[src/rtl/fatrim_pkg.sv]
// ----------------------------------------------------------------------------
// fatrim_pkg
// shared constants, types and helpers of the font atlas glyph trim core
// ----------------------------------------------------------------------------
`default_nettype none

package fatrim_pkg;

  localparam int unsigned CellSize  = 16;
  localparam int unsigned AtlasSize = 256;
  localparam int unsigned GridCells = AtlasSize / CellSize;
  localparam int unsigned CellW     = $clog2(CellSize);
  localparam int unsigned GridW     = $clog2(GridCells);
  localparam int unsigned AxisW     = $clog2(AtlasSize);
  localparam int unsigned PosW      = 2 * AxisW;
  localparam int unsigned WidthW    = 5;

  // configuration register indexes
  typedef enum logic {
    RegThreshold = 1'b0,
    RegSpaceCode = 1'b1
  } reg_e;

  typedef logic [CellSize-1:0] mask_t;

  // control shared by every cell of the ring
  typedef struct packed {
    logic clr;
    logic shift;
  } cell_ctrl_t;

  // floor(2*m/3) for a 4-bit m, by multiply with 11/32
  function automatic logic [WidthW-1:0] space_width(input logic [3:0] max_w);
    logic [9:0] prod;
    prod = 10'({max_w, 1'b0}) * 10'd11;
    return prod[9:5];
  endfunction

endpackage

`default_nettype wire

[src/rtl/fatrim_cell.sv]
// ----------------------------------------------------------------------------
// fatrim_cell
// one cell of the mask ring: holds the column ink mask of one glyph cell
// ----------------------------------------------------------------------------
`default_nettype none

module fatrim_cell (
  input  wire                          clk_i,
  input  wire                          rst_ni,
  input  fatrim_pkg::cell_ctrl_t       ctrl_i,
  input  wire                          set_i,
  input  wire [fatrim_pkg::CellW-1:0]  col_i,
  input  fatrim_pkg::mask_t            mask_i,
  output fatrim_pkg::mask_t            mask_o
);

  fatrim_pkg::mask_t mask_q, mask_d;
  fatrim_pkg::mask_t base;
  fatrim_pkg::mask_t hit;

  always_comb begin
    base = ctrl_i.clr ? '0 : mask_q;
    hit  = '0;
    if (set_i) begin
      hit[col_i] = 1'b1;
    end
    mask_o = base | hit;
    mask_d = ctrl_i.shift ? mask_i : mask_o;
  end

  always_ff @(posedge clk_i or negedge rst_ni) begin
    if (!rst_ni) begin
      mask_q <= '0;
    end else begin
      mask_q <= mask_d;
    end
  end

endmodule

`default_nettype wire

[src/rtl/fatrim_eval.sv]
// ----------------------------------------------------------------------------
// fatrim_eval
// trim evaluator: first inked column and inked width of one cell mask
// ----------------------------------------------------------------------------
`default_nettype none

module fatrim_eval (
  input  fatrim_pkg::mask_t                mask_i,
  output logic [fatrim_pkg::CellW-1:0]     left_o,
  output logic [fatrim_pkg::WidthW-1:0]    width_o,
  output logic                             empty_o
);

  logic [fatrim_pkg::CellW-1:0] lo;
  logic [fatrim_pkg::CellW-1:0] hi;

  always_comb begin
    lo = '0;
    hi = '0;
    // lowest set bit wins, so scan downward
    for (int i = fatrim_pkg::CellSize - 1; i >= 0; i--) begin
      if (mask_i[i]) begin
        lo = fatrim_pkg::CellW'(i);
      end
    end
    for (int i = 0; i < fatrim_pkg::CellSize; i++) begin
      if (mask_i[i]) begin
        hi = fatrim_pkg::CellW'(i);
      end
    end
    empty_o = (mask_i == '0);
    if (empty_o) begin
      left_o  = '0;
      width_o = fatrim_pkg::WidthW'(fatrim_pkg::CellSize);
    end else begin
      left_o  = lo;
      width_o = fatrim_pkg::WidthW'({1'b0, hi}) - fatrim_pkg::WidthW'({1'b0, lo})
                + fatrim_pkg::WidthW'(1);
    end
  end

endmodule

`default_nettype wire

[src/rtl/font_atlas_glyph_trim_core.sv]
// ----------------------------------------------------------------------------
// font_atlas_glyph_trim_core
// glyph trim table from a raster-order font atlas stream
// ----------------------------------------------------------------------------
// Takes a 256x256 font atlas, one pixel byte per transfer, and builds per
// 16x16 glyph cell a mask of inked columns in a ring of sixteen cells; the
// head cell collects the current glyph cell and the ring turns one step at
// every cell boundary. A pixel is taken every cycle, except that after the
// last pixel of a band of cells the input stalls while the ring unloads
// one cell per cycle through the trim evaluator into the output register
// (and at atlas end while the space entry is written); each unload step and
// the space entry also wait on the output side when it is stalled. Empty
// cells report offset 0 and width 16; the space code is skipped in its band
// and reported at atlas end with width floor(2*max/3) of the narrow widths seen.
// ----------------------------------------------------------------------------
`default_nettype none

module font_atlas_glyph_trim_core (
  input  wire        clk_i,
  input  wire        rst_ni,
  // configuration writes
  input  wire        cfg_we_i,
  input  wire        cfg_index_i,
  input  wire [7:0]  cfg_data_i,
  // pixel stream
  input  wire        in_valid_i,
  output logic       in_stall_o,
  input  wire [7:0]  pixel_i,
  input  wire        restart_i,
  // trim results
  output logic       out_valid_o,
  input  wire        out_stall_i,
  output logic [7:0] glyph_code_o,
  output logic [3:0] left_offset_o,
  output logic [4:0] glyph_width_o,
  output logic       last_o
);

  localparam int unsigned Grid  = fatrim_pkg::GridCells;
  localparam int unsigned CellW = fatrim_pkg::CellW;
  localparam int unsigned GridW = fatrim_pkg::GridW;
  localparam int unsigned AxisW = fatrim_pkg::AxisW;
  localparam int unsigned PosW  = fatrim_pkg::PosW;
  localparam int unsigned WW    = fatrim_pkg::WidthW;

  // sequencer states
  localparam logic [1:0] StRun   = 2'd0;
  localparam logic [1:0] StDrain = 2'd1;
  localparam logic [1:0] StSpace = 2'd2;

  logic [1:0]       state_q, state_d;
  logic [PosW-1:0]  pos_q, pos_d;
  logic [GridW-1:0] band_q, band_d;
  logic             atlas_end_q, atlas_end_d;
  logic [GridW-1:0] cnt_q, cnt_d;
  logic [3:0]       max_q, max_d;
  logic [7:0]       thr_q, space_q;

  logic             out_valid_q, out_valid_d;
  logic [7:0]       code_q, code_d;
  logic [3:0]       left_q, left_d;
  logic [WW-1:0]    width_q, width_d;
  logic             last_q, last_d;

  // ---------------------------------------------------------------- input side
  logic             accept;
  logic [PosW-1:0]  pos_eff;
  logic [AxisW-1:0] px_x, px_y;
  logic             ink;
  logic             band_end;

  assign in_stall_o = (state_q != StRun);
  assign accept     = in_valid_i && !in_stall_o;
  // restart wipes the position before the pixel is placed
  assign pos_eff    = restart_i ? '0 : pos_q;
  assign px_x       = pos_eff[AxisW-1:0];
  assign px_y       = pos_eff[PosW-1:AxisW];
  assign ink        = (pixel_i > thr_q);
  // last pixel of the last row of a band
  assign band_end   = (px_x == '1) && (px_y[CellW-1:0] == '1);

  // ---------------------------------------------------------- output handoff
  logic out_free;
  logic drain_step;
  logic space_step;

  assign out_free   = !out_valid_q || !out_stall_i;
  assign drain_step = (state_q == StDrain) && out_free;
  assign space_step = (state_q == StSpace) && out_free;

  // ---------------------------------------------------------------- cell ring
  fatrim_pkg::cell_ctrl_t ring_ctrl;
  fatrim_pkg::mask_t      chain [Grid];
  fatrim_pkg::mask_t      tail_in;

  assign ring_ctrl.clr   = accept && restart_i;
  // turn at each cell boundary, and once per unloaded cell
  assign ring_ctrl.shift = (accept && (px_x[CellW-1:0] == '1)) || drain_step;
  // unloaded cells come back empty for the next band
  assign tail_in = (state_q == StDrain) ? '0 : chain[0];

  for (genvar i = 0; i < Grid; i++) begin : g_cell
    fatrim_pkg::mask_t nbr;
    logic              set;
    if (i == Grid - 1) begin : g_tail
      assign nbr = tail_in;
    end else begin : g_body
      assign nbr = chain[i+1];
    end
    if (i == 0) begin : g_head
      assign set = accept && ink;
    end else begin : g_rest
      assign set = 1'b0;
    end
    fatrim_cell u_cell (
      .clk_i  (clk_i),
      .rst_ni (rst_ni),
      .ctrl_i (ring_ctrl),
      .set_i  (set),
      .col_i  (px_x[CellW-1:0]),
      .mask_i (nbr),
      .mask_o (chain[i])
    );
  end

  // ------------------------------------------------------------ trim evaluate
  logic [CellW-1:0] ev_left;
  logic [WW-1:0]    ev_width;
  logic             ev_empty;

  fatrim_eval u_eval (
    .mask_i  (chain[0]),
    .left_o  (ev_left),
    .width_o (ev_width),
    .empty_o (ev_empty)
  );

  logic [7:0] drain_code;
  logic       drain_is_space;
  logic       emit_cell;
  logic       cell_last;

  assign drain_code     = {band_q, cnt_q};
  assign drain_is_space = (drain_code == space_q);
  assign emit_cell      = drain_step && !drain_is_space;
  // last of the band unless the space entry follows; a trailing space cell is skipped
  assign cell_last = !atlas_end_q &&
                     ((cnt_q == '1) ||
                      ((cnt_q == GridW'(Grid - 2)) && ({band_q, {GridW{1'b1}}} == space_q)));

  // ------------------------------------------------------------------ next state
  always_comb begin
    state_d     = state_q;
    pos_d       = pos_q;
    band_d      = band_q;
    atlas_end_d = atlas_end_q;
    cnt_d       = cnt_q;
    max_d       = max_q;

    if (accept) begin
      pos_d = pos_eff + PosW'(1);
      if (restart_i) begin
        max_d = '0;
      end
    end

    // narrow widths feed the space estimate
    if (emit_cell && !ev_empty && !ev_width[WW-1] && (ev_width[3:0] > max_q)) begin
      max_d = ev_width[3:0];
    end
    if (space_step) begin
      max_d = '0;
    end

    unique case (state_q)
      StRun: begin
        if (accept && band_end) begin
          state_d     = StDrain;
          cnt_d       = '0;
          band_d      = px_y[AxisW-1:CellW];
          atlas_end_d = (px_y == '1);
        end
      end
      StDrain: begin
        if (drain_step) begin
          cnt_d = cnt_q + GridW'(1);
          if (cnt_q == '1) begin
            state_d = atlas_end_q ? StSpace : StRun;
          end
        end
      end
      StSpace: begin
        if (space_step) begin
          state_d = StRun;
        end
      end
      default: begin
        state_d = StRun;
      end
    endcase
  end

  // ------------------------------------------------------------ output register
  always_comb begin
    out_valid_d = out_valid_q && out_stall_i;
    code_d      = code_q;
    left_d      = left_q;
    width_d     = width_q;
    last_d      = last_q;
    if (emit_cell) begin
      out_valid_d = 1'b1;
      code_d      = drain_code;
      left_d      = ev_left;
      width_d     = ev_width;
      last_d      = cell_last;
    end else if (space_step) begin
      out_valid_d = 1'b1;
      code_d      = space_q;
      left_d      = '0;
      width_d     = fatrim_pkg::space_width(max_q);
      last_d      = 1'b1;
    end
  end

  // ------------------------------------------------------------------ registers
  always_ff @(posedge clk_i or negedge rst_ni) begin
    if (!rst_ni) begin
      state_q     <= StRun;
      pos_q       <= '0;
      band_q      <= '0;
      atlas_end_q <= 1'b0;
      cnt_q       <= '0;
      max_q       <= '0;
      out_valid_q <= 1'b0;
      thr_q       <= 8'd0;
      space_q     <= 8'd32;
    end else begin
      state_q     <= state_d;
      pos_q       <= pos_d;
      band_q      <= band_d;
      atlas_end_q <= atlas_end_d;
      cnt_q       <= cnt_d;
      max_q       <= max_d;
      out_valid_q <= out_valid_d;
      if (cfg_we_i) begin
        unique case (cfg_index_i)
          fatrim_pkg::RegThreshold: thr_q   <= cfg_data_i;
          fatrim_pkg::RegSpaceCode: space_q <= cfg_data_i;
          default:                  thr_q   <= thr_q;
        endcase
      end
    end
  end

  // result payload needs no reset
  always_ff @(posedge clk_i) begin
    code_q  <= code_d;
    left_q  <= left_d;
    width_q <= width_d;
    last_q  <= last_d;
  end

  assign out_valid_o   = out_valid_q;
  assign glyph_code_o  = code_q;
  assign left_offset_o = left_q;
  assign glyph_width_o = width_q;
  assign last_o        = last_q;

endmodule

`default_nettype wire

[config.mk]
export PLATFORM = sky130hd
export DESIGN_NAME = font_atlas_glyph_trim_core
export DESIGN_NICKNAME = d
export VERILOG_FILES = /design/src/rtl/fatrim_pkg.sv /design/src/rtl/fatrim_cell.sv /design/src/rtl/fatrim_eval.sv /design/src/rtl/font_atlas_glyph_trim_core.sv
export SDC_FILE = /design/constraint.sdc
export NUM_CORES = 1
export LEC_CHECK = 0
export BUFFER_PORTS_ARGS = -buffer_cell sky130_fd_sc_hd__buf_2
export CELL_PAD_IN_SITES_DETAIL_PLACEMENT = 1
export CELL_PAD_IN_SITES_GLOBAL_PLACEMENT = 1
export CORE_MARGIN = 2
export CORE_UTILIZATION = 45
export CTS_BUF_LIST = sky130_fd_sc_hd__clkbuf_8
export CTS_CLUSTER_DIAMETER = 150
export DETAILED_ROUTE_END_ITERATION = 8
export PLACE_DENSITY = 0.74
export SYNTH_ARGS = -nofsm -noshare
export SYNTH_HDL_FRONTEND = slang
export SYNTH_SLANG_ARGS = --single-unit
[constraint.sdc]
create_clock -name clk_i -period 6.27 [get_ports clk_i]
set_input_delay 0 -clock clk_i [delete_from_list [all_inputs] [get_ports clk_i]]
set_output_delay 0 -clock clk_i [all_outputs]
set_load 0.005 [all_outputs]
Word level (Yosys, flattened, before mapping)
Index checks and enable logic that the tools add are counted.
{ "word_totals": {"reg_bits": 322, "input_bits": 23, "out_inout_bits": 20} }
{ "op_classes": {"add_sub_neg": 4, "multipliers": 1, "order_cmp": 4, "eq_ne": 14, "mux": 93, "n_bitwise": 2, "n_reduce_logical": 39} }
{ "op_table": {"columns": ["operator", "n"], "rows": [
  ["2-to-1 mux 16 bit", 35],
  ["2-to-1 mux 4 bit", 33],
  ["adder 16 x 1 -> 16 bit (second input constant)", 1],
  ["equality test 4 bit (second input constant)", 4],
  ["equality test 8 bit", 2],
  ["equality test 8 bit (second input constant)", 2],
  ["logical AND 1 bit", 16],
  ["zero test 16 bit", 1],
  ["2-to-1 mux 8 bit", 2],
  ["OR 16 bit", 1],
  ["2-to-1 mux 5 bit", 3],
  ["2-to-1 mux 2 bit", 7],
  ["2-to-1 mux 3 bit", 4],
  ["> comparator 8 bit", 1],
  ["multiplier 4 x 4 -> 8 bit (second input constant)", 1],
  ["case mux 4 bit (2 select lines)", 1],
  ["AND reduction 2 bit", 4],
  ["zero test 1 bit", 7],
  ["2-to-1 mux 1 bit", 6],
  ["!= test 2 bit (second input constant)", 3],
  ["case mux 2 bit (3 select lines)", 1],
  ["nonzero test 2 bit", 3],
  ["nonzero test 3 bit", 2],
  ["adder 5 x 1 -> 5 bit (second input constant)", 1],
  ["other kinds (14)", 16]
]} }

Depth between registers and ports, before layout
Gate-level depths: netlist of the first run.
{ "depth": {"ltp_word": 31, "ltp_mapped": 24} }

Hierarchy
Synthesis of the first run repeated with hierarchy kept, for this count alone.
{ "unflattened": {"hier_cells": 2281, "area_unflattened_um2": 20632.3} }
{ "by_module_without_submodules": {"columns": ["module", "instances", "cells_each", "area_per_inst_um2"], "rows": [
  ["fatrim_cell", 16, 115, 1023.5],
  ["font_atlas_glyph_trim_core", 1, 370, 3773.6],
  ["fatrim_eval", 1, 71, 483.0]
]} }

Least setup slack after synthesis of the first run
No wires, ideal clock.
{ "synth_timing": {"path_type": "register to register", "startpoint": "register thr_q[7]", "endpoint": "register max_q[0]", "t_arrival_ps": 4648, "required_ps": 6134, "slack_ps": 1486, "stages_incl_launch_ff": 23, "period_less_slack_ps": 4784, "cell_sequence": "dfrtp_1 > inv_1 > ha_1 > nand4_1 > o211a_2 > or4_1 > o31ai_2 > o21ai_0 > a31o_1 > a311oi_1 > ha_1 > inv_1 > ha_1 > inv_1 > fa_1 > nor2_1 > ha_1 > o21a_1 > o21ai_0 > maj3_1 > nor2_1 > o311ai_4 > mux2i_1"} }
{ "synth_via": {"elab_chain_len": 28, "elab_cells_between_ends": 50, "classes_between": "add/sub (2); order compare (2); mux (35); bitwise (1); reduce/logical (10)"} }
{ "synth_lines": {"columns": ["element", "line_no", "source"], "rows": [
  ["from (decl)", "font_atlas_glyph_trim_core.sv:57", "logic [7:0] thr_q, space_q;"],
  ["from (signal assigned)", "font_atlas_glyph_trim_core.sv:247", "fatrim_pkg::RegThreshold: thr_q <= cfg_data_i;"],
  ["from (signal assigned)", "font_atlas_glyph_trim_core.sv:249", "default: thr_q <= thr_q;"],
  ["> comparator 8 bit *", "font_atlas_glyph_trim_core.sv:78", "assign ink = (pixel_i > thr_q);"],
  ["logical AND 1 bit *", "font_atlas_glyph_trim_core.sv:111", "assign set = accept && ink;"],
  ["2-to-1 mux 16 bit *", "fatrim_cell.sv:24", "if (set_i) begin"],
  ["OR 16 bit *", "fatrim_cell.sv:27", "mask_o = base | hit;"],
  ["parallel branches: the longest is 24 deep, another holds 2-to-1 mux 4 bit", null, null],
  ["to (signal assigned)", "font_atlas_glyph_trim_core.sv:243", "max_q <= max_d;"],
  ["to (decl)", "font_atlas_glyph_trim_core.sv:56", "logic [3:0] max_q, max_d;"]
]} }
Mark *: on every way between the ends.
A chain may end at the register's enable or synchronous reset.

Worst setup path in the final report of the first run
{ "layout_timing": {"startpoint": "register thr_q[3]", "endpoint": "register max_q[1]"} }
Same word-level chain as after synthesis.

==> results of run 1 <==
==> registers in the layout (all words and copies together) (netlist names), 4 cells and up <==
register / count
space_q: 8
band_q: 4
glyph_width_o: 5
thr_q: 8
glyph_code_o: 8
cnt_q: 4
g_cell.u_cell.mask_q: 256
max_q: 4
left_offset_o: 4
pos_q: 16
==> stage by stage <==
step	cell area [um^2]	hold slack [ns]	std cells
2_1_floorplan	14350	-0.2956	1554
3_3_place_gp	14810	0.04467	1911
3_5_place_dp	14810	0.04781	1911
4_1_cts	16230	0.1576	2036
5_1_grt	16230	0.1931	2036
6_report	16230	0.2044	2036
==> worst register-to-register path, delay by kind of cell, from the launching register on <==
family | cells | cell delay [ns]
buffers and inverters | 2 | 0.15
AOI/OAI and AO/OA | 8 | 2.10
and+or+nand+nor | 3 | 0.62
DFF | 1 | 0.39
adders and majority gates | 6 | 1.81
muxes | 1 | 0.17
==> per-layer routing <==
metal	track usage	up-vias	wire [um]
met2	0.3387	137	15850
met5	0	-	0
met3	0.03512	43	1134
met1	0.2718	5462	15320
met4	0.05129	0	486
li1	-	5271	-
==> cells by family after synthesis <==
| kind of cell | after synthesis | synth area share |
|---|---|---|
| and+or+nand+nor | 671 | 0.1979 |
| muxes | 17 | 0.01299 |
| buffers and inverters | 124 | 0.03435 |
| xor gates and xnor gates | 23 | 0.01404 |
| DFF | 322 | 0.5678 |
| AOI/OAI and AO/OA | 361 | 0.1412 |
| adders and majority gates | 36 | 0.03173 |
==> power groups by stage <==
stage / Sequential (mW) / Combinational (mW) / Clock, mW
3_5_place_dp: 2.33 / 1.29 / 0
4_1_cts: 2.29 / 1.31 / 1.99
6_report: 2.29 / 1.29 / 1.93
3_3_place_gp: 2.32 / 1.27 / 0
5_1_grt: 2.30 / 1.44 / 2.09
2_1_floorplan: 2.31 / 0.920 / 0
==> cells in the mapped netlist (all sizes together) (13+ instances only) <==
cell    number
a21oi      238
buf         35
clkbuf      62
dfrtp      303
edfxtp      18
ha          34
inv         27
mux2        13
nand2      535
nand3       34
nor2        32
nor3        15
o21ai       63
xor2        17
==> worst min path at each step <==
stage | end | slack [ns] | cells after the start
2_1_floorplan | atlas_end_q$_DFFE_PN0P_ | -0.30 | 0
3_3_place_gp | space_q[7]$_DFFE_PN0P_ | 0.04 | 1
3_5_place_dp | space_q[6]$_DFFE_PN0P_ | 0.05 | 1
4_1_cts | space_q[7]$_DFFE_PN0P_ | 0.16 | 3
5_1_grt | space_q[5]$_DFFE_PN1P_ | 0.19 | 3
6_report | space_q[4]$_DFFE_PN0P_ | 0.20 | 3
==> area by class of cell <==
| class | count | share of cell area |
|---|---|---|
| clock buffers | 72 | 0.06105 |
| clock inverters | 28 | 0.009790 |
| inverters | 27 | 0.006244 |
| multi-input cells | 1108 | 0.3529 |
| flip-flops and latches | 322 | 0.5020 |
| well taps | 402 | 0.03099 |
| repair buffers | 77 | 0.03700 |
==> results.py, run 1 <==
metrics = {
    "outcome": {
        "outcome": "finished, final reports clean",
    },
    "yosys": {
        "synthTopCellsByArea": "dfrtp_1, nand2_1, a21oi_1, edfxtp_1, ha_1",
        "synth_edf_count": 18,
        "synth_ff_type": "dfrtp_1",
        "synth-seq-cells": 322,
        "synth.distinct_cells": 72,
        "ys.warnings.count": 0,
        "synthesis.instances": 1554,
        "synth_top_area_frac": 0.5283,
        "synth_top_cell_by_area": "dfrtp_1",
        "syn_nets": 1612,
        "synthesis.area_um2": 14350,
        "avgSynthCellArea_um2": 9.236,
        "ys_async_sr_fraction": 0.9441,
        "seq_area_frac_synth": 0.5678,
    },
    "global_route": {
        "grt_first_pass_wirelength_mm": 56.33,
        "grt_overflow": 0,
        "grt_pass1_vias": 11410,
        "grt.total_usage": 0.2016,
        "grt_start_max_net_pins": 226,
        "antenna_found_initial": 0,
    },
    "placement": {
        "place.gp.congestion": 0.8091,
        "pre_cts_slack_ns": 0.9363,
        "detailed_place_hpwl_mm": 19.04,
        "portBuffers": 42,
    },
    "clock_tree": {
        "path_clk_slew_ns": 0.06,
        "htreeDepth": 2,
        "clock_sinks": 322,
        "tritoncts": "built",
        "clockBufferDepth": 3,
        "cts_setup_buffers": 0,
        "insertion_delay_ns": 0.61,
        "ctsHoldBuffers": 25,
        "numCtsBuffers": 54,
        "clock-root-buffer": "clkbuf_8",
        "cts_resized": 0,
    },
    "floorplan": {
        "dieArea_um2": 33340,
        "core_area_um2": 31470,
        "die_width_um": 182.6,
        "chipHeight_um": 182.6,
        "num_io_pins": 43,
        "initial_core_util": 0.4560,
        "num_rows": 65,
    },
    "setup_path": {
        "arrival_ns": 5.84,
        "endpoint_kind": "flip-flop",
        "path_max_fanout": 12,
        "crit_end": "max_q[1]$_DFFE_PN0P_",
        "timing.rr.end": "max_q[1]$_DFFE_PN0P_",
        "crit_top_cell": "ha_1",
        "cp.depth": 20,
        "criticalPathCategory": "reg -> reg",
        "rr_worst_depth": 20,
        "critPathLaunchType": "flip-flop",
        "required_ns": 6.73,
        "worstPathCellList": "inv_1, ha_1, a21oi_1, o2111ai_2, and3_1, a22oi_1, a31oi_1, a31oi_1, ha_1, ha_1, inv_1, fa_1, nor2_1, ha_1, o21a_1, o21ai_0, maj3_1, nor2_1, o311ai_4, mux2i_1",
        "r2r_slack_ns": 0.89,
        "slowest_stage": "a22oi_1",
        "rr_startpoint": "thr_q[3]$_DFFE_PN0P_",
        "cp-startpoint": "thr_q[3]$_DFFE_PN0P_",
        "path_buf_inv": 2,
        "slowest_delay_ns": 0.57,
        "path_delay_family": "compound AO/OA/AOI/OAI gates",
    },
    "routing": {
        "vias": 10913,
        "wl_per_cell_um": 16.10,
        "drtPass1Iterations": 4,
        "drt-initial-drc-count": 687,
        "drcViolationCount": 0,
        "antenna_left": 0,
        "viasPerCell": 5.360,
        "totalWireLength_mm": 32.79,
    },
    "timing": {
        "fin_crit_ns": 5.378,
        "slew_headroom": 0.1839,
        "slew_viol_final": 0,
        "setup_slack_ns": 0.8918,
        "tns_ns": 0,
        "finClkSkew_ns": 0.02249,
        "fmax_ghz": 0.1859,
        "hold_viol": 0,
        "tightestPinTransition_ns": 1.220,
        "grt_setup_unrepaired": "no",
        "setup_violations": 0,
        "period_share": 0.8578,
    },
    "pwr": {
        "peakVddDrop_uv": 263.5,
        "clock_power_share": 0.350,
        "power_mw": 5.501,
        "power.density_nw_per_um2": 338.9,
        "swShare": 0.3461,
        "power.switching_mw": 1.904,
        "internal_power_mw": 3.597,
        "pwr-share-seq": 0.416,
        "power_frac_comb": 0.234,
        "p_leak_nw": 7.234,
    },
    "layout": {
        "ff_latch_area_um2": 8149,
        "layout_commonest_cell": "nand2_1",
        "postLayoutCoreUtil": 0.5157,
        "diodes": 0,
        "final_layout_size_suffix_gt1_frac": 0.1047,
        "multi_input_area_um2": 5728,
        "n_fill_cell": 3568,
        "area_growth_syn_to_layout_pct": 13.09,
        "layout_common_cells": "nand2_1, dfrtp_1, a21oi_1, clkbuf_8, o21ai_0",
        "fin_nets": 1648,
    },
    "min_path": {
        "min_from": "cfg_data_i[4]",
        "worstHoldPathType": "in -> reg",
    },
    "job": {
        "cap_viol_max_count": 0,
    },
}
Note: power is estimated with default switching activity, not from simulation.
==> inputs of run 2 (changes only) <==
--- a/config.mk
+++ b/config.mk
@@ -13,7 +13,8 @@
 export CTS_BUF_LIST = sky130_fd_sc_hd__clkbuf_8
 export CTS_CLUSTER_DIAMETER = 150
 export DETAILED_ROUTE_END_ITERATION = 8
-export PLACE_DENSITY = 0.74
+export PLACE_DENSITY = 0.73
 export SYNTH_ARGS = -nofsm -noshare
 export SYNTH_HDL_FRONTEND = slang
+export SYNTH_HIERARCHICAL = 1
 export SYNTH_SLANG_ARGS = --single-unit
==> run 2 against run 1 <==
- die area is 43% higher
- final area increased by 42%
- critical path depth is 2 higher
- area after synthesis increased by 44%
- synthesized cell count rose by 47%
- hold slack worse by 0.027 ns
- count of clock-buffer cells in the layout rose by 12
- core utilization fell by 0.60 points
- flip-flop and latch count unchanged
- clock power grew 16%
==> results.py, run 2 <==
metrics = {
    "min_path": {
        "worstHoldPathType": "in -> reg",
        "min_from": "cfg_data_i[0]",
        "whs_path_depth": 3,
        "holdPathEnd": "space_q[0]$_DFFE_PN0P_",
    },
    "routing": {
        "drt-initial-drc-count": 1181,
        "vias": 17696,
        "viasPerCell": 5.865,
        "drcViolationCount": 0,
        "totalWireLength_mm": 60.44,
        "drtPass1Iterations": 5,
        "wl_per_cell_um": 20.03,
        "antenna_left": 0,
    },
    "yosys": {
        "synth_edf_count": 18,
        "synth.distinct_cells": 71,
        "synth-seq-cells": 322,
        "synth_top_area_frac": 0.3675,
        "synthTopCellsByArea": "dfrtp_1, or3b_1, o22ai_1, o211ai_1, nand2_1",
        "synthesis.area_um2": 20630,
        "synth_ff_type": "dfrtp_1",
        "synth_top_cell_by_area": "dfrtp_1",
        "synth_compound_area_frac": 0.2124,
        "yosysMostFrequentCell": "nand2_1",
        "synthTopCellsByCount": "nand2_1, dfrtp_1, inv_1",
        "synth_top_family_by_area": "simple AND/OR/NAND/NOR gates",
        "synthMuxAreaShare": 0.01092,
        "seq_area_frac_synth": 0.3950,
        "synthSimpleGateAreaFrac": 0.2738,
        "avgSynthCellArea_um2": 9.045,
        "synthesis.instances": 2281,
        "ys_async_sr_fraction": 0.9441,
        "synth_xor_area_frac": 0.007641,
        "synth_fa_ha_area_frac": 0.02038,
        "ys.warnings.count": 6,
    },
    "timing": {
        "slew_headroom": 0.07861,
        "slew_viol_final": 0,
        "setup_violations": 0,
        "period_share": 0.9293,
        "finClkSkew_ns": 0.03864,
        "tightestPinTransition_ns": 1.382,
        "fin_crit_ns": 5.827,
        "hold_viol": 0,
        "fmax_ghz": 0.1716,
    },
    "pwr": {
        "power.density_nw_per_um2": 245.9,
        "power_mw": 5.675,
        "peakVddDrop_uv": 195.6,
        "p_leak_nw": 9.103,
    },
    "layout": {
        "n_fill_cell": 5259,
        "layout_common_cells": "nand2_1, dfrtp_1, inv_1, o22ai_1, or3b_1",
        "diodes": 0,
        "ff_latch_area_um2": 8149,
        "fin_nets": 2429,
        "max_flop_register": "g_cell.u_cell/mask_q",
        "largestRegisters": "g_cell.u_cell/mask_q (256), pos_q (16)",
        "area_growth_syn_to_layout_pct": 11.87,
        "largest_reg_flops": 256,
        "postLayoutCoreUtil": 0.5097,
        "multi_input_area_um2": 11100,
        "layout_commonest_cell": "nand2_1",
        "final_layout_size_suffix_gt1_frac": 0.1523,
    },
    "clock_tree": {
        "htreeDepth": 3,
        "insertion_delay_ns": 0.65,
        "numCtsBuffers": 66,
        "tritoncts": "built",
        "clockBufferDepth": 3,
        "path_clk_slew_ns": 0.07,
        "clock-root-buffer": "clkbuf_8",
        "cts_setup_buffers": 0,
        "clock_sinks": 322,
    },
    "job": {
        "cap_viol_max_count": 0,
    },
    "setup_path": {
        "criticalPathCategory": "reg -> reg",
        "slowest_delay_ns": 0.55,
        "worstPathCellList": "inv_1, ha_1, nand4_1, o21bai_1, a21oi_2, or3b_1, o22ai_1, nor2b_1, o21ai_0, nand3_1, a311o_1, ha_1, ha_1, fa_1, xnor2_1, nor2_1, ha_1, nand3_1, nor2_1, nor3_1, nand3_4, mux2i_1",
        "rr_worst_depth": 22,
        "path_delay_family": "simple AND/OR/NAND/NOR gates",
        "path_buf_inv": 1,
        "r2r_slack_ns": 0.44,
        "required_ns": 6.77,
        "crit_top_cell": "ha_1",
        "timing.rr.end": "max_q[2]$_DFFE_PN0P_",
        "rr_startpoint": "thr_q[5]$_DFFE_PN0P_",
        "slowest_stage": "or3b_1",
        "endpoint_kind": "flip-flop",
        "arrival_ns": 6.33,
        "critPathLaunchType": "flip-flop",
        "path_max_fanout": 8,
    },
    "global_route": {
        "grt_overflow": 0,
        "antenna_found_initial": 0,
        "grt.total_usage": 0.2578,
        "grt_first_pass_wirelength_mm": 100.2,
        "grt_pass1_vias": 18722,
        "grt_start_max_net_pins": 299,
    },
    "floorplan": {
        "num_rows": 78,
        "chipHeight_um": 218.1,
        "initial_core_util": 0.4556,
        "core_area_um2": 45280,
        "dieArea_um2": 47580,
        "num_io_pins": 43,
        "die_width_um": 218.1,
    },
    "placement": {
        "portBuffers": 42,
        "place.gp.congestion": 0.8623,
        "detailed_place_hpwl_mm": 36.56,
    },
    "outcome": {
        "outcome": "finished, final reports clean",
    },
}
[run 2: cell types whose count changed after synthesis, sizes merged, moves of 13 or more]
cell,delta
o211ai,+253
o22ai,+257
or2,+13
o21ai,-29
inv,+256
clkbuf,-25
or3b,+304
a21oi,-222
nand3b,+45
buf,+51
and2,+22
nand2,-203
or2b,+32
[run 2: report_power, final]
group	switching (mW)	internal [mW]
clock network	0.998	1.23
registers	0.0836	2.24
logic	0.672	0.451
[run 2: metal layers]
| layer | part of all wire | vias to the layer above | track usage | wire length, um |
|---|---|---|---|---|
| met3 | 0.031 | 106 | 0.04245 | 1887 |
| met1 | 0.47 | 8963 | 0.3530 | 28260 |
| met2 | 0.48 | 249 | 0.4176 | 28820 |
| li1 | - | 8378 | - | - |
| met4 | 0.024 | 0 | 0.08095 | 1474 |
| met5 | 0 | - | 0 | 0 |
[run 2: stage by stage]
step	cells	worst slack (ns)	hold slack, ns	setup TNS (ns)	cell area (um^2)
after floorplan	2340	0.3280	-0.2956	0	20860
after global placement	2880	0.6608	-0.004034	0	21510
after detailed placement	2880	0.3520	-0.005090	0	21510
after CTS	3017	0.3126	0.1097	0	23080
after global routing	3017	-0.01568	0.1644	-0.01926	23080
final	3017	0.4430	0.1772	0	23080
[run 2: timing repair]
action | 4_1_cts | 5_1_grt
hold endpoints to repair | 101 | 0
gates resized for setup | 0 | 1
hold buffers | 25 | 0
setup endpoints to repair | 0 | 4
[run 2: tightest hold or removal path, cell delays in order]
cell and delay, ns:
dlygate4sd3_1 0.52, buf_2 0.11, mux2_2 0.14
[run 2: worst max-delay path by stage]
stage                                start  slack, ns  cells past startpoint                   end
floorplan             pos_q[3]$_DFFE_PN0P_       0.33                     16  max_q[0]$_DFFE_PN0P_
global placement    state_q[0]$_DFFE_PN0P_       0.66                     19  max_q[0]$_DFFE_PN0P_
detailed placement  state_q[0]$_DFFE_PN0P_       0.35                     20  max_q[2]$_DFFE_PN0P_
CTS                 state_q[0]$_DFFE_PN0P_       0.31                     20  max_q[2]$_DFFE_PN0P_
global route        state_q[0]$_DFFE_PN0P_      -0.02                     20  max_q[2]$_DFFE_PN0P_
finish                thr_q[5]$_DFFE_PN0P_       0.44                     22  max_q[2]$_DFFE_PN0P_
[run 2: layout make-up]
cell class,count,area share
Timing Repair Buffer,88,0.03122
Clock buffer,84,0.05009
Clock inverter,28,0.006180
Multi-Input combinational cell,1612,0.4809
Inverter,283,0.04602
Tap cell,600,0.03253
Sequential cell,322,0.3531
[run 2: logic make-up (layout without fill, tap and decap cells)]
logic type      Yosys count  count (layout)
mux                      21              21
simple gates            885             885
compound gates          595             595
buf+inv                 406             483
flops                   322             322
xor+xnor                 18              18
other cells               1              60
fa+ha+maj                33              33
==> inputs of run 3 (changes only) <==
--- a/config.mk
+++ b/config.mk
@@ -13,7 +13,7 @@
 export CTS_BUF_LIST = sky130_fd_sc_hd__clkbuf_8
 export CTS_CLUSTER_DIAMETER = 150
 export DETAILED_ROUTE_END_ITERATION = 8
-export PLACE_DENSITY = 0.73
+export PLACE_DENSITY_LB_ADDON = 0.1
 export SYNTH_ARGS = -nofsm -noshare
 export SYNTH_HDL_FRONTEND = slang
 export SYNTH_HIERARCHICAL = 1
==> run 3 against run 2 <==
- the flow now finishes with violations (hold timing)
- non-clock buffer count decreased by 6
- setup slack improved by 0.0064 ns
- core utilization decreased by 0.41 points
- critical path depth unchanged
- flip-flop and latch count unchanged
- via count decreased by 2.0%
- sequential share of layout area increased by 0.29 points
- die area unchanged
- critical endpoint is now max_q[3]$_DFFE_PN0P_
- highest routed layer unchanged
==> results.py, run 3 (synthesis gave the netlist of run 2 again) <==
metrics = {
    "global_route": {
        "grtUsageMet1": 0.3739,
        "met3_usage": 0.04050,
        "grt_overflow": 0,
        "grt_start_max_net_pins": 277,
        "grt_first_pass_wirelength_mm": 101.2,
        "grt_pass1_vias": 18435,
        "antenna_found_initial": 0,
        "gr-max-usage-layer": "met2",
        "grt.total_usage": 0.2610,
        "met2_usage": 0.4107,
    },
    "placement": {
        "detailed_place_hpwl_mm": 37.14,
        "place.gp.congestion": 0.8183,
        "portBuffers": 42,
    },
    "pwr": {
        "p_leak_nw": 9.040,
        "clock_power_share": 0.371,
        "power_frac_comb": 0.205,
        "power.switching_mw": 1.692,
        "power.density_nw_per_um2": 239.1,
        "peakVddDrop_uv": 184.4,
        "power_mw": 5.474,
        "pwr-share-seq": 0.424,
        "swShare": 0.3091,
        "internal_power_mw": 3.782,
    },
    "timing": {
        "setup_violations": 0,
        "slew_viol_final": 0,
        "hold_viol": 13,
        "finClkSkew_ns": 0.03284,
        "fmax_ghz": 0.1718,
        "grt_setup_unrepaired": "no",
        "period_share": 0.9283,
        "slew_headroom": 0.2158,
        "fin_crit_ns": 5.821,
        "tightestPinTransition_ns": 1.176,
        "hold_slack_ns": -0.05776,
        "tns_ns": 0,
    },
    "setup_path": {
        "path_delay_family": "compound AO/OA/AOI/OAI gates",
        "worstPathCellList": "inv_1, ha_1, nor2b_1, o21a_1, o21a_1, o21bai_1, a21oi_1, nand3_1, o22ai_1, a21oi_1, o311ai_0, a41oi_1, ha_1, ha_1, fa_1, and2_1, ha_1, a21o_1, a21oi_1, o21ai_0, nand3_4, mux2i_1",
        "path_max_fanout": 8,
        "critPathLaunchType": "flip-flop",
        "rr_startpoint": "thr_q[1]$_DFFE_PN0P_",
        "timing.rr.end": "max_q[3]$_DFFE_PN0P_",
        "slowest_stage": "o22ai_1",
        "rr_worst_depth": 22,
        "endpoint_kind": "flip-flop",
        "slowest_delay_ns": 0.57,
        "path_buf_inv": 1,
        "criticalPathCategory": "reg -> reg",
        "arrival_ns": 6.39,
        "crit_top_cell": "ha_1",
        "required_ns": 6.84,
        "r2r_slack_ns": 0.45,
    },
    "floorplan": {
        "num_io_pins": 43,
        "die_width_um": 218.1,
        "chipHeight_um": 218.1,
        "num_rows": 78,
        "core_area_um2": 45280,
        "dieArea_um2": 47580,
        "initial_core_util": 0.4556,
    },
    "routing": {
        "wl_per_cell_um": 20.32,
        "drtPass1Iterations": 5,
        "vias": 17336,
        "antenna_left": 0,
        "totalWireLength_mm": 61.12,
        "drcViolationCount": 0,
        "drt-initial-drc-count": 1107,
        "viasPerCell": 5.765,
    },
    "clock_tree": {
        "cts_setup_buffers": 0,
        "path_clk_slew_ns": 0.07,
        "htreeDepth": 2,
        "tritoncts": "built",
        "clockBufferDepth": 3,
        "clock_sinks": 322,
        "insertion_delay_ns": 0.67,
        "numCtsBuffers": 60,
        "clock-root-buffer": "clkbuf_8",
    },
    "layout": {
        "diodes": 0,
        "n_fill_cell": 5305,
        "max_flop_register": "g_cell.u_cell/mask_q",
        "final_layout_size_suffix_gt1_frac": 0.1462,
        "layout_common_cells": "nand2_1, inv_1, dfrtp_1, o22ai_1, or3b_1",
        "largestRegisters": "g_cell.u_cell/mask_q (256), pos_q (16)",
        "fin_nets": 2417,
        "area_growth_syn_to_layout_pct": 10.96,
        "layout_commonest_cell": "nand2_1",
        "largest_reg_flops": 256,
    },
    "job": {
        "cap_viol_max_count": 0,
    },
    "outcome": {
        "failed_checks": "hold timing",
        "outcome": "finished with violations",
    },
    "min_path": {
        "worstHoldPathType": "in -> async",
    },
}
==> run 3: changes by cell type in the layout (fill, tap and decap cells not counted), sizes merged <==
| cell | before | now |
|---|---|---|
| clkbuf | 84 | 74 |
| inv | 299 | 309 |
| buf | 64 | 57 |
| clkinv | 9 | 6 |
| clkinvlp | 2 | 1 |
| dlygate4sd3 | 24 | 25 |
==> run 3: metal layers <==
| layer | vias to the layer above | part of all wire | wire [um] |
|---|---|---|---|
| li1 | 8367 | - | - |
| met1 | 8616 | 0.48 | 29590 |
| met2 | 256 | 0.46 | 27940 |
| met3 | 97 | 0.036 | 2217 |
| met4 | 0 | 0.022 | 1365 |
| met5 | - | 0 | 0 |
==> run 3: final cells by class <==
cell class	count	area [um^2]	share of cell area
tap	600	750.7	0.03279
sequential	322	8149	0.3559
clock buffer	74	1018	0.04449
timing repair buffer	82	645.6	0.02820
multi-input combinational	1612	11110	0.4851
inverter	283	1062	0.04640
clock inverter	34	162.7	0.007105
==> run 3: power by group through the flow <==
stage,registers (mW),clock network (mW),logic (mW)
3_5_place_dp,2.35,0,1.07
5_1_grt,2.34,2.19,1.25
4_1_cts,2.32,2.09,1.09
6_report,2.32,2.03,1.12
3_3_place_gp,2.35,0,1.04
2_1_floorplan,2.32,0,0.822
==> run 3: worst max-delay path by stage <==
stage / startpoint / end / slack [ns] / cells past startpoint
4_1_cts: thr_q[1]$_DFFE_PN0P_ / max_q[1]$_DFFE_PN0P_ / 0.58 / 23
2_1_floorplan: pos_q[3]$_DFFE_PN0P_ / max_q[0]$_DFFE_PN0P_ / 0.33 / 16
3_5_place_dp: thr_q[1]$_DFFE_PN0P_ / max_q[1]$_DFFE_PN0P_ / 0.61 / 23
6_report: thr_q[1]$_DFFE_PN0P_ / max_q[3]$_DFFE_PN0P_ / 0.45 / 22
3_3_place_gp: thr_q[1]$_DFFE_PN0P_ / max_q[2]$_DFFE_PN0P_ / 0.80 / 23
5_1_grt: thr_q[1]$_DFFE_PN0P_ / max_q[2]$_DFFE_PN0P_ / 0.01 / 22
==> run 3: worst register-to-register path, cell delays in order, from the launching register on <==
cell,delay [ns]
dfrtp_1,0.39
inv_1,0.08
ha_1,0.30
nor2b_1,0.17
o21a_1,0.13
o21a_1,0.11
o21bai_1,0.06
a21oi_1,0.43
nand3_1,0.36
o22ai_1,0.57
a21oi_1,0.07
o311ai_0,0.57
a41oi_1,0.20
ha_1,0.22
ha_1,0.23
fa_1,0.56
and2_1,0.18
ha_1,0.26
a21o_1,0.18
a21oi_1,0.14
o21ai_0,0.15
nand3_4,0.15
mux2i_1,0.22
==> run 3: through the flow <==
stage | setup WS (ns) | cell area (um^2) | utilization | cells
3_3_place_gp | 0.7958 | 21460 | 0.4738 | 2874
5_1_grt | 0.01117 | 22890 | 0.5056 | 3007
4_1_cts | 0.5751 | 22890 | 0.5054 | 3007
6_report | 0.4495 | 22890 | 0.5056 | 3007
2_1_floorplan | 0.3280 | 20860 | - | 2340
3_5_place_dp | 0.6123 | 21460 | 0.4738 | 2874
==> run 3: what timing repair did <==
| item | CTS | global route |
|---|---|---|
| hold endpoints to repair | 137 | 0 |
| endpoints found under the setup margin | 0 | 1 |
| gates resized for setup | 0 | 1 |
| hold buffers | 25 | 0 |
